===== src/hw/rtl/olist_pkg.sv =====
// Shared types and constants of the ordered list engine.
// No dependencies; every other file of the block uses it.
`default_nettype none

package olist_pkg;

  localparam int MODE_W   = 3;
  localparam int VALUE_W  = 32;
  localparam int INDEX_W  = 5;
  localparam int STATUS_W = 2;
  localparam int POS_W    = 4;
  localparam int LEN_W    = 5;

  typedef enum logic [MODE_W-1:0] {
    OP_APPEND       = 3'd0,
    OP_INSERT       = 3'd1,
    OP_REMOVE_VALUE = 3'd2,
    OP_REMOVE_AT    = 3'd3,
    OP_SEARCH       = 3'd4,
    OP_READ         = 3'd5,
    OP_CLEAR        = 3'd6,
    OP_IGNORE       = 3'd7
  } op_t;

  typedef enum logic [STATUS_W-1:0] {
    STAT_OK        = 2'd0,
    STAT_RANGE     = 2'd1,
    STAT_FULL      = 2'd2,
    STAT_NOT_FOUND = 2'd3
  } status_t;

  typedef enum logic [1:0] {
    ST_IDLE,
    ST_EXEC,
    ST_SCAN,
    ST_RESP
  } state_t;

  // Command broadcast to every cell of the chain
  typedef enum logic [2:0] {
    CELL_HOLD,
    CELL_WRITE,
    CELL_INSERT,
    CELL_DROP,
    CELL_SCAN_MATCH,
    CELL_SCAN_READ,
    CELL_SCAN_SHIFT
  } cell_cmd_t;

endpackage

`default_nettype wire


===== src/hw/rtl/olist_if.sv =====
// Request and response channel interfaces of the ordered list engine.
// Depends on olist_pkg for field widths.
`default_nettype none

interface olist_in_if;
  logic                             valid;
  logic                             ready;
  logic [olist_pkg::MODE_W-1:0]     mode;
  logic [olist_pkg::VALUE_W-1:0]    value;
  logic [olist_pkg::INDEX_W-1:0]    index;

  modport source (output valid, output mode, output value, output index, input ready);
  modport sink   (input valid, input mode, input value, input index, output ready);
endinterface

interface olist_out_if;
  logic                             valid;
  logic                             ready;
  logic [olist_pkg::STATUS_W-1:0]   status;
  logic [olist_pkg::POS_W-1:0]      position;
  logic [olist_pkg::VALUE_W-1:0]    read_value;
  logic [olist_pkg::LEN_W-1:0]      list_length;

  modport source (output valid, output status, output position, output read_value,
                  output list_length, input ready);
  modport sink   (input valid, input status, input position, input read_value,
                  input list_length, output ready);
endinterface

`default_nettype wire


===== src/hw/rtl/olist_cell.sv =====
// One cell of the list chain: holds one entry plus one scan-chain stage.
// Depends on olist_pkg for the cell command type.
`default_nettype none

module olist_cell #(
  parameter int VW  = 32,
  parameter int CW  = 5,
  parameter int IDX = 0
) (
  input  wire                        clk,
  input  wire                        rst_n,
  input  olist_pkg::cell_cmd_t       cmd,
  input  wire  [CW-1:0]              pos,
  input  wire  [CW-1:0]              fill,
  input  wire  [VW-1:0]              val,
  input  wire  [VW-1:0]              entry_dn,
  input  wire  [VW-1:0]              entry_up,
  input  wire                        hit_up,
  input  wire  [VW-1:0]              data_up,
  output logic [VW-1:0]              entry,
  output logic                       hit,
  output logic [VW-1:0]              data
);

  logic [VW-1:0] entry_r, entry_nxt;
  logic          hit_r, hit_nxt;
  logic [VW-1:0] data_r, data_nxt;
  logic          at_pos, above_pos, in_list;

  assign at_pos    = (pos == CW'(IDX));
  assign above_pos = (CW'(IDX) > pos);
  assign in_list   = (CW'(IDX) < fill);

  always_comb begin
    entry_nxt = entry_r;
    hit_nxt   = hit_r;
    data_nxt  = data_r;
    unique case (cmd)
      olist_pkg::CELL_HOLD: ;
      olist_pkg::CELL_WRITE: begin
        if (at_pos) entry_nxt = val;
      end
      olist_pkg::CELL_INSERT: begin
        if (at_pos) entry_nxt = val;
        else if (above_pos) entry_nxt = entry_dn;
      end
      olist_pkg::CELL_DROP: begin
        if (at_pos || above_pos) entry_nxt = entry_up;
      end
      olist_pkg::CELL_SCAN_MATCH: begin
        hit_nxt  = in_list && (entry_r == val);
        data_nxt = entry_r;
      end
      olist_pkg::CELL_SCAN_READ: begin
        hit_nxt  = at_pos;
        data_nxt = entry_r;
      end
      olist_pkg::CELL_SCAN_SHIFT: begin
        hit_nxt  = hit_up;
        data_nxt = data_up;
      end
      default: ;
    endcase
  end

  always_ff @(posedge clk) begin
    entry_r <= entry_nxt;
    data_r  <= data_nxt;
    if (!rst_n) hit_r <= 1'b0;
    else        hit_r <= hit_nxt;
  end

  assign entry = entry_r;
  assign hit   = hit_r;
  assign data  = data_r;

endmodule

`default_nettype wire


===== src/hw/rtl/ordered_list_engine.sv =====
// Ordered list engine top level: controller, chain of list cells, response register.
// Depends on olist_pkg, olist_if and olist_cell.
//
// Keeps an ordered list of up to CAPACITY values in a row of cells, one entry
// per cell, plus a fill level. One request is taken at a time. Append, insert,
// remove-at, clear, unused mode and any request rejected by an index or full
// check go from accept through decode and response load back to idle, where
// the response load waits for a free response register. Insert and remove
// shift every affected cell at once through its neighbor. Search and
// remove-value load a match bit into each cell's scan stage and shift that
// chain toward cell 0 one place per cycle until the first match is in cell 0
// or the scan passes the last held entry. Read at index i uses the same scan
// chain. The response register is loaded as soon as it is free, and a new
// request is taken while a response still waits. No clearing pass: entries
// past the fill level are never read.
`default_nettype none

module ordered_list_engine #(
  parameter int CAPACITY    = 16,
  parameter int VALUE_WIDTH = 32
) (
  input wire          clk,
  input wire          rst_n,
  olist_in_if.sink    in_req,
  olist_out_if.source out_rsp
);

  localparam int VW = VALUE_WIDTH;
  localparam int LW = $clog2(CAPACITY + 1);            // fill level width
  localparam int CW = (LW > olist_pkg::INDEX_W) ? LW : olist_pkg::INDEX_W;

  // control state
  olist_pkg::state_t  state_r, state_nxt;
  logic [LW-1:0]      fill_r, fill_nxt;
  logic [LW-1:0]      cnt_r, cnt_nxt;
  logic               out_valid_r, out_valid_nxt;

  // request registers
  olist_pkg::op_t     op_r;
  logic [VW-1:0]      val_r;
  logic [olist_pkg::INDEX_W-1:0] idx_r;

  // result and response registers
  olist_pkg::status_t res_status_r, res_status_nxt;
  logic [olist_pkg::POS_W-1:0]   res_pos_r, res_pos_nxt;
  logic [olist_pkg::VALUE_W-1:0] res_rd_r, res_rd_nxt;
  logic [olist_pkg::LEN_W-1:0]   res_len_r, res_len_nxt;
  logic                          res_load;

  olist_pkg::status_t            out_status_r;
  logic [olist_pkg::POS_W-1:0]   out_pos_r;
  logic [olist_pkg::VALUE_W-1:0] out_rd_r;
  logic [olist_pkg::LEN_W-1:0]   out_len_r;

  logic in_fire, out_free, resp_load;

  // cell chain
  olist_pkg::cell_cmd_t cmd;
  logic [CW-1:0]        cell_pos;
  logic [VW-1:0]        entry_w [CAPACITY];
  logic                 hit_w   [CAPACITY];
  logic [VW-1:0]        data_w  [CAPACITY];

  // zero-extended views
  logic [VW+olist_pkg::VALUE_W-1:0] val_ext;
  logic [CW+olist_pkg::INDEX_W-1:0] idx_ext;
  logic [CW+LW-1:0]                 fill_ext, cnt_ext, fill_nxt_ext;
  logic [VW+olist_pkg::VALUE_W-1:0] data_ext;
  logic [CW-1:0]                    idx_x, fill_x, cnt_x, cnt_inc, fill_nxt_x;

  logic is_full, idx_above_fill, idx_in_list, scan_hit, scan_end, go_scan;

  assign in_fire   = in_req.valid && in_req.ready;
  assign out_free  = !out_valid_r || out_rsp.ready;
  assign resp_load = (state_r == olist_pkg::ST_RESP) && out_free;

  assign val_ext      = {{VW{1'b0}}, in_req.value};
  assign idx_ext      = {{CW{1'b0}}, idx_r};
  assign fill_ext     = {{CW{1'b0}}, fill_r};
  assign cnt_ext      = {{CW{1'b0}}, cnt_r};
  assign fill_nxt_ext = {{CW{1'b0}}, fill_nxt};
  assign data_ext     = {{olist_pkg::VALUE_W{1'b0}}, data_w[0]};
  assign idx_x        = idx_ext[CW-1:0];
  assign fill_x       = fill_ext[CW-1:0];
  assign cnt_x        = cnt_ext[CW-1:0];
  assign fill_nxt_x   = fill_nxt_ext[CW-1:0];
  assign cnt_inc      = CW'(cnt_x + 1'b1);

  assign is_full        = (fill_x >= CW'(CAPACITY));
  assign idx_above_fill = (idx_x > fill_x);
  assign idx_in_list    = (idx_x < fill_x);
  assign scan_hit       = hit_w[0];
  assign scan_end       = (cnt_inc >= fill_x);
  assign go_scan        = (op_r == olist_pkg::OP_SEARCH) ||
                          (op_r == olist_pkg::OP_REMOVE_VALUE) ||
                          ((op_r == olist_pkg::OP_READ) && idx_in_list);

  // next state
  always_comb begin
    state_nxt = state_r;
    unique case (state_r)
      olist_pkg::ST_IDLE: if (in_fire) state_nxt = olist_pkg::ST_EXEC;
      olist_pkg::ST_EXEC: state_nxt = go_scan ? olist_pkg::ST_SCAN : olist_pkg::ST_RESP;
      olist_pkg::ST_SCAN: if (scan_hit || scan_end) state_nxt = olist_pkg::ST_RESP;
      olist_pkg::ST_RESP: if (out_free) state_nxt = olist_pkg::ST_IDLE;
      default:            state_nxt = olist_pkg::ST_IDLE;
    endcase
  end

  // datapath control and results
  always_comb begin
    cmd            = olist_pkg::CELL_HOLD;
    cell_pos       = idx_x;
    fill_nxt       = fill_r;
    cnt_nxt        = cnt_r;
    res_load       = 1'b0;
    res_status_nxt = olist_pkg::STAT_OK;
    res_pos_nxt    = '0;
    res_rd_nxt     = '0;
    unique case (state_r)
      olist_pkg::ST_EXEC: begin
        cnt_nxt  = '0;
        res_load = !go_scan;
        unique case (op_r)
          olist_pkg::OP_APPEND: begin
            if (is_full) begin
              res_status_nxt = olist_pkg::STAT_FULL;
            end else begin
              cmd      = olist_pkg::CELL_WRITE;
              cell_pos = fill_x;
              fill_nxt = LW'(fill_r + 1'b1);
            end
          end
          olist_pkg::OP_INSERT: begin
            // index check wins over the full check
            if (idx_above_fill) begin
              res_status_nxt = olist_pkg::STAT_RANGE;
            end else if (is_full) begin
              res_status_nxt = olist_pkg::STAT_FULL;
            end else begin
              cmd      = olist_pkg::CELL_INSERT;
              fill_nxt = LW'(fill_r + 1'b1);
            end
          end
          olist_pkg::OP_REMOVE_AT: begin
            if (!idx_in_list) begin
              res_status_nxt = olist_pkg::STAT_RANGE;
            end else begin
              cmd      = olist_pkg::CELL_DROP;
              fill_nxt = LW'(fill_r - 1'b1);
            end
          end
          olist_pkg::OP_SEARCH, olist_pkg::OP_REMOVE_VALUE: begin
            cmd = olist_pkg::CELL_SCAN_MATCH;
          end
          olist_pkg::OP_READ: begin
            if (idx_in_list) cmd = olist_pkg::CELL_SCAN_READ;
            else             res_status_nxt = olist_pkg::STAT_RANGE;
          end
          olist_pkg::OP_CLEAR:  fill_nxt = '0;
          olist_pkg::OP_IGNORE: ;
          default: ;
        endcase
      end
      olist_pkg::ST_SCAN: begin
        cell_pos = cnt_x;
        if (scan_hit) begin
          res_load = 1'b1;
          if (op_r == olist_pkg::OP_READ) begin
            res_rd_nxt = data_ext[olist_pkg::VALUE_W-1:0];
          end else begin
            res_pos_nxt = cnt_x[olist_pkg::POS_W-1:0];
          end
          if (op_r == olist_pkg::OP_REMOVE_VALUE) begin
            cmd      = olist_pkg::CELL_DROP;
            fill_nxt = LW'(fill_r - 1'b1);
          end
        end else if (scan_end) begin
          res_load       = 1'b1;
          res_status_nxt = olist_pkg::STAT_NOT_FOUND;
        end else begin
          cmd     = olist_pkg::CELL_SCAN_SHIFT;
          cnt_nxt = LW'(cnt_r + 1'b1);
        end
      end
      default: ;
    endcase
    res_len_nxt = fill_nxt_x[olist_pkg::LEN_W-1:0];
  end

  assign out_valid_nxt = resp_load || (out_valid_r && !out_rsp.ready);

  always_ff @(posedge clk) begin
    if (!rst_n) begin
      state_r     <= olist_pkg::ST_IDLE;
      fill_r      <= '0;
      cnt_r       <= '0;
      out_valid_r <= 1'b0;
    end else begin
      state_r     <= state_nxt;
      fill_r      <= fill_nxt;
      cnt_r       <= cnt_nxt;
      out_valid_r <= out_valid_nxt;
    end
  end

  always_ff @(posedge clk) begin
    if (in_fire) begin
      op_r  <= olist_pkg::op_t'(in_req.mode);
      val_r <= val_ext[VW-1:0];
      idx_r <= in_req.index;
    end
    if (res_load) begin
      res_status_r <= res_status_nxt;
      res_pos_r    <= res_pos_nxt;
      res_rd_r     <= res_rd_nxt;
      res_len_r    <= res_len_nxt;
    end
    if (resp_load) begin
      out_status_r <= res_status_r;
      out_pos_r    <= res_pos_r;
      out_rd_r     <= res_rd_r;
      out_len_r    <= res_len_r;
    end
  end

  // chain of cells; neighbors at the ends read as zero
  for (genvar i = 0; i < CAPACITY; i++) begin : g_cell
    logic [VW-1:0] dn_entry, up_entry, up_data;
    logic          up_hit;
    if (i == 0) begin : g_lo
      assign dn_entry = '0;
    end else begin : g_lo
      assign dn_entry = entry_w[i-1];
    end
    if (i == CAPACITY - 1) begin : g_hi
      assign up_entry = '0;
      assign up_hit   = 1'b0;
      assign up_data  = '0;
    end else begin : g_hi
      assign up_entry = entry_w[i+1];
      assign up_hit   = hit_w[i+1];
      assign up_data  = data_w[i+1];
    end
    olist_cell #(.VW(VW), .CW(CW), .IDX(i)) u_cell (
      .clk      (clk),
      .rst_n    (rst_n),
      .cmd      (cmd),
      .pos      (cell_pos),
      .fill     (fill_x),
      .val      (val_r),
      .entry_dn (dn_entry),
      .entry_up (up_entry),
      .hit_up   (up_hit),
      .data_up  (up_data),
      .entry    (entry_w[i]),
      .hit      (hit_w[i]),
      .data     (data_w[i])
    );
  end

  assign in_req.ready        = (state_r == olist_pkg::ST_IDLE);
  assign out_rsp.valid       = out_valid_r;
  assign out_rsp.status      = out_status_r;
  assign out_rsp.position    = out_pos_r;
  assign out_rsp.read_value  = out_rd_r;
  assign out_rsp.list_length = out_len_r;

`ifndef SYNTHESIS
  a_fill_bound: assert property (@(posedge clk) disable iff (!rst_n)
    fill_x <= CW'(CAPACITY))
    else $error("fill level above capacity");

  a_accept_exec: assert property (@(posedge clk) disable iff (!rst_n)
    in_fire |=> (state_r == olist_pkg::ST_EXEC))
    else $error("accepted request not decoded");

  a_scan_in_list: assert property (@(posedge clk) disable iff (!rst_n)
    (state_r == olist_pkg::ST_SCAN && fill_r != '0) |-> (cnt_r < fill_r))
    else $error("scan ran past the fill level");

  a_rsp_from_resp: assert property (@(posedge clk) disable iff (!rst_n)
    $rose(out_valid_r) |-> $past(state_r == olist_pkg::ST_RESP))
    else $error("response raised outside response state");

  a_read_found: assert property (@(posedge clk) disable iff (!rst_n)
    (state_r == olist_pkg::ST_SCAN && op_r == olist_pkg::OP_READ && scan_end) |-> scan_hit)
    else $error("read scan missed its entry");
`endif

endmodule

`default_nettype wire

===== src/flat_wrapper.sv =====
// flat-port wrapper written by rule: the top's interface ports become plain ports
module ordered_list_engine_flat 
#(
  parameter int CAPACITY    = 16,
  parameter int VALUE_WIDTH = 32
)
  (clk, rst_n, in_req_valid, in_req_mode, in_req_value, in_req_index, in_req_ready, out_rsp_valid, out_rsp_status, out_rsp_position, out_rsp_read_value, out_rsp_list_length, out_rsp_ready);
  olist_in_if in_req_i ();
  olist_out_if out_rsp_i ();
  input wire clk;
  input wire rst_n;
  input wire logic [$bits(in_req_i.valid)-1:0] in_req_valid;
  input wire logic [$bits(in_req_i.mode)-1:0] in_req_mode;
  input wire logic [$bits(in_req_i.value)-1:0] in_req_value;
  input wire logic [$bits(in_req_i.index)-1:0] in_req_index;
  output wire logic [$bits(in_req_i.ready)-1:0] in_req_ready;
  output wire logic [$bits(out_rsp_i.valid)-1:0] out_rsp_valid;
  output wire logic [$bits(out_rsp_i.status)-1:0] out_rsp_status;
  output wire logic [$bits(out_rsp_i.position)-1:0] out_rsp_position;
  output wire logic [$bits(out_rsp_i.read_value)-1:0] out_rsp_read_value;
  output wire logic [$bits(out_rsp_i.list_length)-1:0] out_rsp_list_length;
  input wire logic [$bits(out_rsp_i.ready)-1:0] out_rsp_ready;
  assign in_req_i.valid = in_req_valid;
  assign in_req_i.mode = in_req_mode;
  assign in_req_i.value = in_req_value;
  assign in_req_i.index = in_req_index;
  assign in_req_ready = in_req_i.ready;
  assign out_rsp_valid = out_rsp_i.valid;
  assign out_rsp_status = out_rsp_i.status;
  assign out_rsp_position = out_rsp_i.position;
  assign out_rsp_read_value = out_rsp_i.read_value;
  assign out_rsp_list_length = out_rsp_i.list_length;
  assign out_rsp_i.ready = out_rsp_ready;
  ordered_list_engine #(.CAPACITY(CAPACITY), .VALUE_WIDTH(VALUE_WIDTH)) u_core (.clk(clk), .rst_n(rst_n), .in_req(in_req_i), .out_rsp(out_rsp_i));
endmodule

===== config.mk =====
export PLATFORM = sky130hd
export DESIGN_NAME = ordered_list_engine_flat
export DESIGN_NICKNAME = d
export VERILOG_FILES = /design/src/hw/rtl/olist_pkg.sv /design/src/hw/rtl/olist_if.sv /design/src/hw/rtl/olist_cell.sv /design/src/hw/rtl/ordered_list_engine.sv /design/src/flat_wrapper.sv
export SDC_FILE = /design/constraint.sdc
export NUM_CORES = 2
export LEC_CHECK = 0
export BUFFER_PORTS_ARGS = -buffer_cell sky130_fd_sc_hd__buf_2
export CAP_MARGIN = 0
export CORE_MARGIN = 10
export CORE_UTILIZATION = 40
export DETAILED_ROUTE_END_ITERATION = 10
export PLACE_DENSITY_LB_ADDON = 0.12
export SLEW_MARGIN = 25
export SYNTH_ARGS = -nofsm -noshare
export SYNTH_HDL_FRONTEND = slang
export SYNTH_HIERARCHICAL = 1
export SYNTH_SLANG_ARGS = --single-unit
export TNS_END_PERCENT = 10

===== constraint.sdc =====
create_clock -name clk -period 30.4 [get_ports clk]
set_input_delay 6.08 -clock clk [delete_from_list [all_inputs] [get_ports clk]]
set_output_delay 6.08 -clock clk [all_outputs]
set_load 0.03 [all_outputs]

==> parameters.txt <==
Parameter                              Value

Run status
  Run status ... finished with violations
  Violated checks ... design-rule violations

Yosys
  Number of instances in the synthesized netlist ... 4302
  Summed instance area of the synthesized netlist ... 58850 µm²
  Share of the synthesized area in the top cell type ... 58.68%
  Syn avg cell area ... 13.68 µm²
  Yosys reg bits ... 1179
  Library cell occupying the most area in the post-synthesis netlist ... sky130_fd_sc_hd__edfxtp_1
  Warnings, synthesis ... 6
  Top cells by area in the synthesized netlist ... sky130_fd_sc_hd__edfxtp_1 (59%), sky130_fd_sc_hd__mux2_2 (8.9%), sky130_fd_sc_hd__a222oi_1 (7.1%), sky130_fd_sc_hd__xnor2_1 (6.2%), sky130_fd_sc_hd__inv_1 (2.8%)
  Sequential-to-total area share from yosys stat ... 59.67%
  Share of synthesized flip-flops with an asynchronous set or reset ... 0%
  Number of synthesized flops with an enable pin ... 1150
  Count of cell types in the netlist ... 94
  Flip-flop cell with the highest count after synthesis ... sky130_fd_sc_hd__edfxtp_1

Worst setup path
  Critical path startpoint category ... flop
  Launching instance or port of the critical path ... u_core/state_r[0]$_SDFFE_PN0P_
  Critical path class ... reg2out
  Slowest library cell on the worst path ... sky130_fd_sc_hd__dfxtp_1
  Required time at the endpoint of the critical path ... 24.32 ns
  Crit-path cells ... inv_1, ha_1, buf_2
  Start of the worst register-to-register path ... u_core/fill_r[2]$_SDFF_PN0_
  Crit path capture type ... output pin
  Length in cells of the worst reg-to-reg path ... 16
  Largest stage delay on the critical path ... 0.38 ns
  Terminus of the critical flop-to-flop path ... u_core/g_cell[6].u_cell/entry[27]$_DFFE_PP_
  Maximum fanout along the worst path ... 5
  Data arrival time of the critical path ... 1.71 ns
  Reg2Reg Setup Slack ... 24.19 ns

STA
  Number of hold-slack violations in the final timing report ... 0
  Shortest period the worst path allows ... 7.786 ns
  Slew @ Worst Pin ... 1.088 ns
  Final-report setup violation count ... 0
  Slew margin rel. ... 27.16%
  Total negative setup slack ... 0 ns
  RSZ-0062 raised after global routing ... no
  Worst path setup slack after routing ... 22.61 ns
  Final Cycle Share ... 25.61%
  Setup skew after layout ... 0.04649 ns
  F_max ... 128.4 MHz
  Fin. max-slew vios ... 0

Clock network
  Total number of clock tree sinks ... 1179
  Worst-skew pair later-pin latency ... 0.81 ns
  Number of buffers inserted by post-CTS setup repair ... 0
  CTS tree ... done
  Total CTS buffers ... 136
  Number of hold buffers added after cts ... 0
  Buffer cell driving the clock tree root ... sky130_fd_sc_hd__clkbuf_16
  Number of levels the H-tree was split into ... 4
  CTS resizes ... 0
  Clk pin slew, worst setup/hold paths ... 0.06 ns
  Maximum buffer depth of the clock tree ... 3

Die
  Chip Width ... 403.6 µm
  Height of the die ... 403.6 µm
  DIE AREA ... 162900 µm²
  Std cell rows ... 140
  Core region area ... 145900 µm²
  IO Count ... 89
  Effective utilization at floorplan ... 40.33%

Min path
  Class of the tightest hold or removal check ... reg2reg
  Number of cells on the worst hold path ... 0
  End of the worst hold path ... u_core/out_rsp.read_value[3]$_DFFE_PP_
  Min-delay src ... u_core/res_rd_r[3]$_SDFFCE_PN0P_

Finish
  Finished Cell Area ... 66930 µm²
  Share of the core filled with cells ... 45.87%
  Area grow syn2layout ... 13.74%
  Fraction of layout instances using a drive strength above 1 ... 22.18%
  Final non-filler cell total ... 6576
  Post-layout net count ... 4611

Global route
  Vias in the first global route ... 39260
  Largest net degree at the start of global routing ... 58
  Total overflow reported by the global router ... 0
  Antenna violations before repair ... 1
  Overall track demand over capacity in global routing ... 26.94%
  First-pass GRT wire length ... 315400 µm

Pwr
  Leakage power ... 23.84 nW
  IR drop worst, VDD ... 0.05034 mV
  Power per cell area ... 71.82 nW/µm²

Place
  IO buf count ... 88
  Final weighted congestion in routability-driven placement ... 0.8749
  Inst Count DP ... 6325
  Instance area at placement ... 62430 µm²
  Worst slack, placed ... 22.75 ns
  HPWL reported at the end of detailed placement ... 149700 µm

Drt
  Initial DRT Pass Iterations ... 11
  1st-iter DRT viols ... 7271
  Routed length per instance ... 34.66 µm
  Via count normalized by instance count ... 6.295
  Post-DRT Antenna Nets ... 0
  Routed wire length ... 227900 µm
  Total DRC errors in the routed layout ... 7
  Via total after detailed routing ... 41390

Run
  Count of maximum capacitance violations ... 0
## how the worst max path moves through the flow
| stage | endpoint | slack [ns] | cells after the start |
|---|---|---|---|
| 6_report | in_req_ready | 22.61 | 3 |
| 5_1_grt | in_req_ready | 22.55 | 3 |
| 3_5_place_dp | u_core/fill_r[3]$_SDFF_PN0_ | 22.75 | 4 |
| 2_1_floorplan | u_core/g_cell[14].u_cell/entry[0]$_DFFE_PP_ | 19.74 | 11 |
| 3_3_place_gp | u_core/fill_r[3]$_SDFF_PN0_ | 22.76 | 4 |
| 4_1_cts | in_req_ready | 22.57 | 3 |
## power by group
group	switching, mW	internal, mW
Clock	0.703	0.956
Combinational	0.727	0.335
Sequential	0.0877	2.00
## through the flow
| stage | total power, mW | hold slack [ns] |
|---|---|---|
| 6_report | 4.807 | 0.4221 |
| 5_1_grt | 4.961 | 0.4192 |
| 4_1_cts | 4.812 | 0.4182 |
| 3_5_place_dp | 3.156 | 0.4045 |
| 3_3_place_gp | 3.138 | 0.4054 |
| 2_1_floorplan | 2.735 | 0.4003 |
## flip-flops by register name, indices dropped and copies added, names as in the netlist
signal	cells
u_core/g_cell.u_cell/data	512
u_core/g_cell.u_cell/entry	512
u_core/out_rsp.read_value	32
u_core/res_rd_r	32
u_core/val_r	32
u_core/g_cell.u_cell/hit	16
u_core/cnt_r	5
u_core/fill_r	5
u_core/idx_r	5
u_core/out_rsp.list_length	5
u_core/res_len_r	5
u_core/out_rsp.position	4
u_core/res_pos_r	4
u_core/op_r	3
u_core/out_rsp.status	2
u_core/res_status_r	2
u_core/state_r	2
u_core/out_rsp.valid	1
## routing by layer
| metal | vias to the layer above | track usage (%) | routed length [µm] |
|---|---|---|---|
| li1 | 17210 | - | - |
| met1 | 21080 | 35.76 | 89550 |
| met2 | 2623 | 43.12 | 106100 |
| met3 | 484 | 4.295 | 20620 |
| met4 | 0 | 12.57 | 11670 |
| met5 | - | 0 | 0 |
## cells in the final DEF, fill, tap and decap left out, types with 7 or more instances in the layout
cell type / instances
sky130_fd_sc_hd__edfxtp_1: 1150
sky130_fd_sc_hd__mux2_2: 467
sky130_fd_sc_hd__inv_1: 437
sky130_fd_sc_hd__xnor2_1: 419
sky130_fd_sc_hd__a222oi_1: 416
sky130_fd_sc_hd__nand2_1: 245
sky130_fd_sc_hd__buf_4: 155
sky130_fd_sc_hd__clkbuf_16: 138
sky130_fd_sc_hd__nand4_1: 110
sky130_fd_sc_hd__xor2_1: 107
sky130_fd_sc_hd__a22oi_1: 105
sky130_fd_sc_hd__conb_1: 97
sky130_fd_sc_hd__buf_2: 88
sky130_fd_sc_hd__o21ai_0: 48
sky130_fd_sc_hd__mux2_1: 46
sky130_fd_sc_hd__and2_1: 43
sky130_fd_sc_hd__nor4_1: 40
sky130_fd_sc_hd__a21oi_1: 38
sky130_fd_sc_hd__clkinv_1: 33
sky130_fd_sc_hd__nor2_1: 30
sky130_fd_sc_hd__dfxtp_1: 29
sky130_fd_sc_hd__clkbuf_1: 26
sky130_fd_sc_hd__nand3_1: 25
sky130_fd_sc_hd__nor3_1: 22
sky130_fd_sc_hd__clkinv_2: 19
sky130_fd_sc_hd__a31oi_1: 18
sky130_fd_sc_hd__ha_1: 18
sky130_fd_sc_hd__a21boi_4: 15
sky130_fd_sc_hd__bufinv_16: 13
sky130_fd_sc_hd__nand3b_1: 13
sky130_fd_sc_hd__nor3_2: 12
sky130_fd_sc_hd__inv_2: 11
sky130_fd_sc_hd__nor2_2: 10
sky130_fd_sc_hd__nor4_4: 10
sky130_fd_sc_hd__a21o_1: 8
sky130_fd_sc_hd__o21ai_4: 7
sky130_fd_sc_hd__nand2b_1: 7
sky130_fd_sc_hd__a211o_1: 7
sky130_fd_sc_hd__a21oi_4: 7
## synthesized netlist by cell type, types with 11 or more instances
cell type and n:
sky130_fd_sc_hd__a222oi_1 416, sky130_fd_sc_hd__xor2_1 107, sky130_fd_sc_hd__nand2_1 245, sky130_fd_sc_hd__nand3b_1 13
sky130_fd_sc_hd__o21ai_0 52, sky130_fd_sc_hd__a21boi_0 14, sky130_fd_sc_hd__nor3_1 31, sky130_fd_sc_hd__mux2_2 467
sky130_fd_sc_hd__xnor2_1 419, sky130_fd_sc_hd__nor2_1 39, sky130_fd_sc_hd__inv_2 11, sky130_fd_sc_hd__a31oi_1 18
sky130_fd_sc_hd__a21oi_1 44, sky130_fd_sc_hd__nor4_2 12, sky130_fd_sc_hd__mux2_1 46, sky130_fd_sc_hd__a22oi_1 105
sky130_fd_sc_hd__dfxtp_1 29, sky130_fd_sc_hd__and2_1 48, sky130_fd_sc_hd__nand4_1 110, sky130_fd_sc_hd__ha_1 18
sky130_fd_sc_hd__inv_1 437, sky130_fd_sc_hd__edfxtp_1 1150, sky130_fd_sc_hd__nand3_1 25, sky130_fd_sc_hd__nor4_1 41
sky130_fd_sc_hd__buf_6 44, sky130_fd_sc_hd__clkbuf_1 50, sky130_fd_sc_hd__buf_2 136
## critical path: cells and delay by family (launching register included)
family	cells	cell delay, ns
adders and majority gates	1	0.26
DFF	1	0.38
buffers and inverters	2	0.30
## layout make-up
type,count,area (µm²)
Fill cell,13170,78980
Sequential cell,1179,35110
Multi-Input combinational cell,2534,21530
Clock buffer,167,3592
Tap cell,1917,2399
Timing Repair Buffer,250,1789
Inverter,448,1682
Clock inverter,79,823.3
Antenna cell,2,5.005
## kinds of logic (layout without fill, tap and decap cells)
logic type                 count (synthesis)  count (layout)  share of synthesized area, %
buffers and inverters                    685             944                         5.256
adders and majority gates                 18              18                        0.3827
AOI/OAI and AO/OA                        742             742                         11.05
xor gates and xnor gates                 526             526                         7.829
and+or+nand+nor                          635             635                         5.932
DFF                                     1179            1179                         59.67
muxes                                    516             516                         9.868
other                                      1              99                      0.006373
Note: power is estimated with default switching activity, not from simulation.
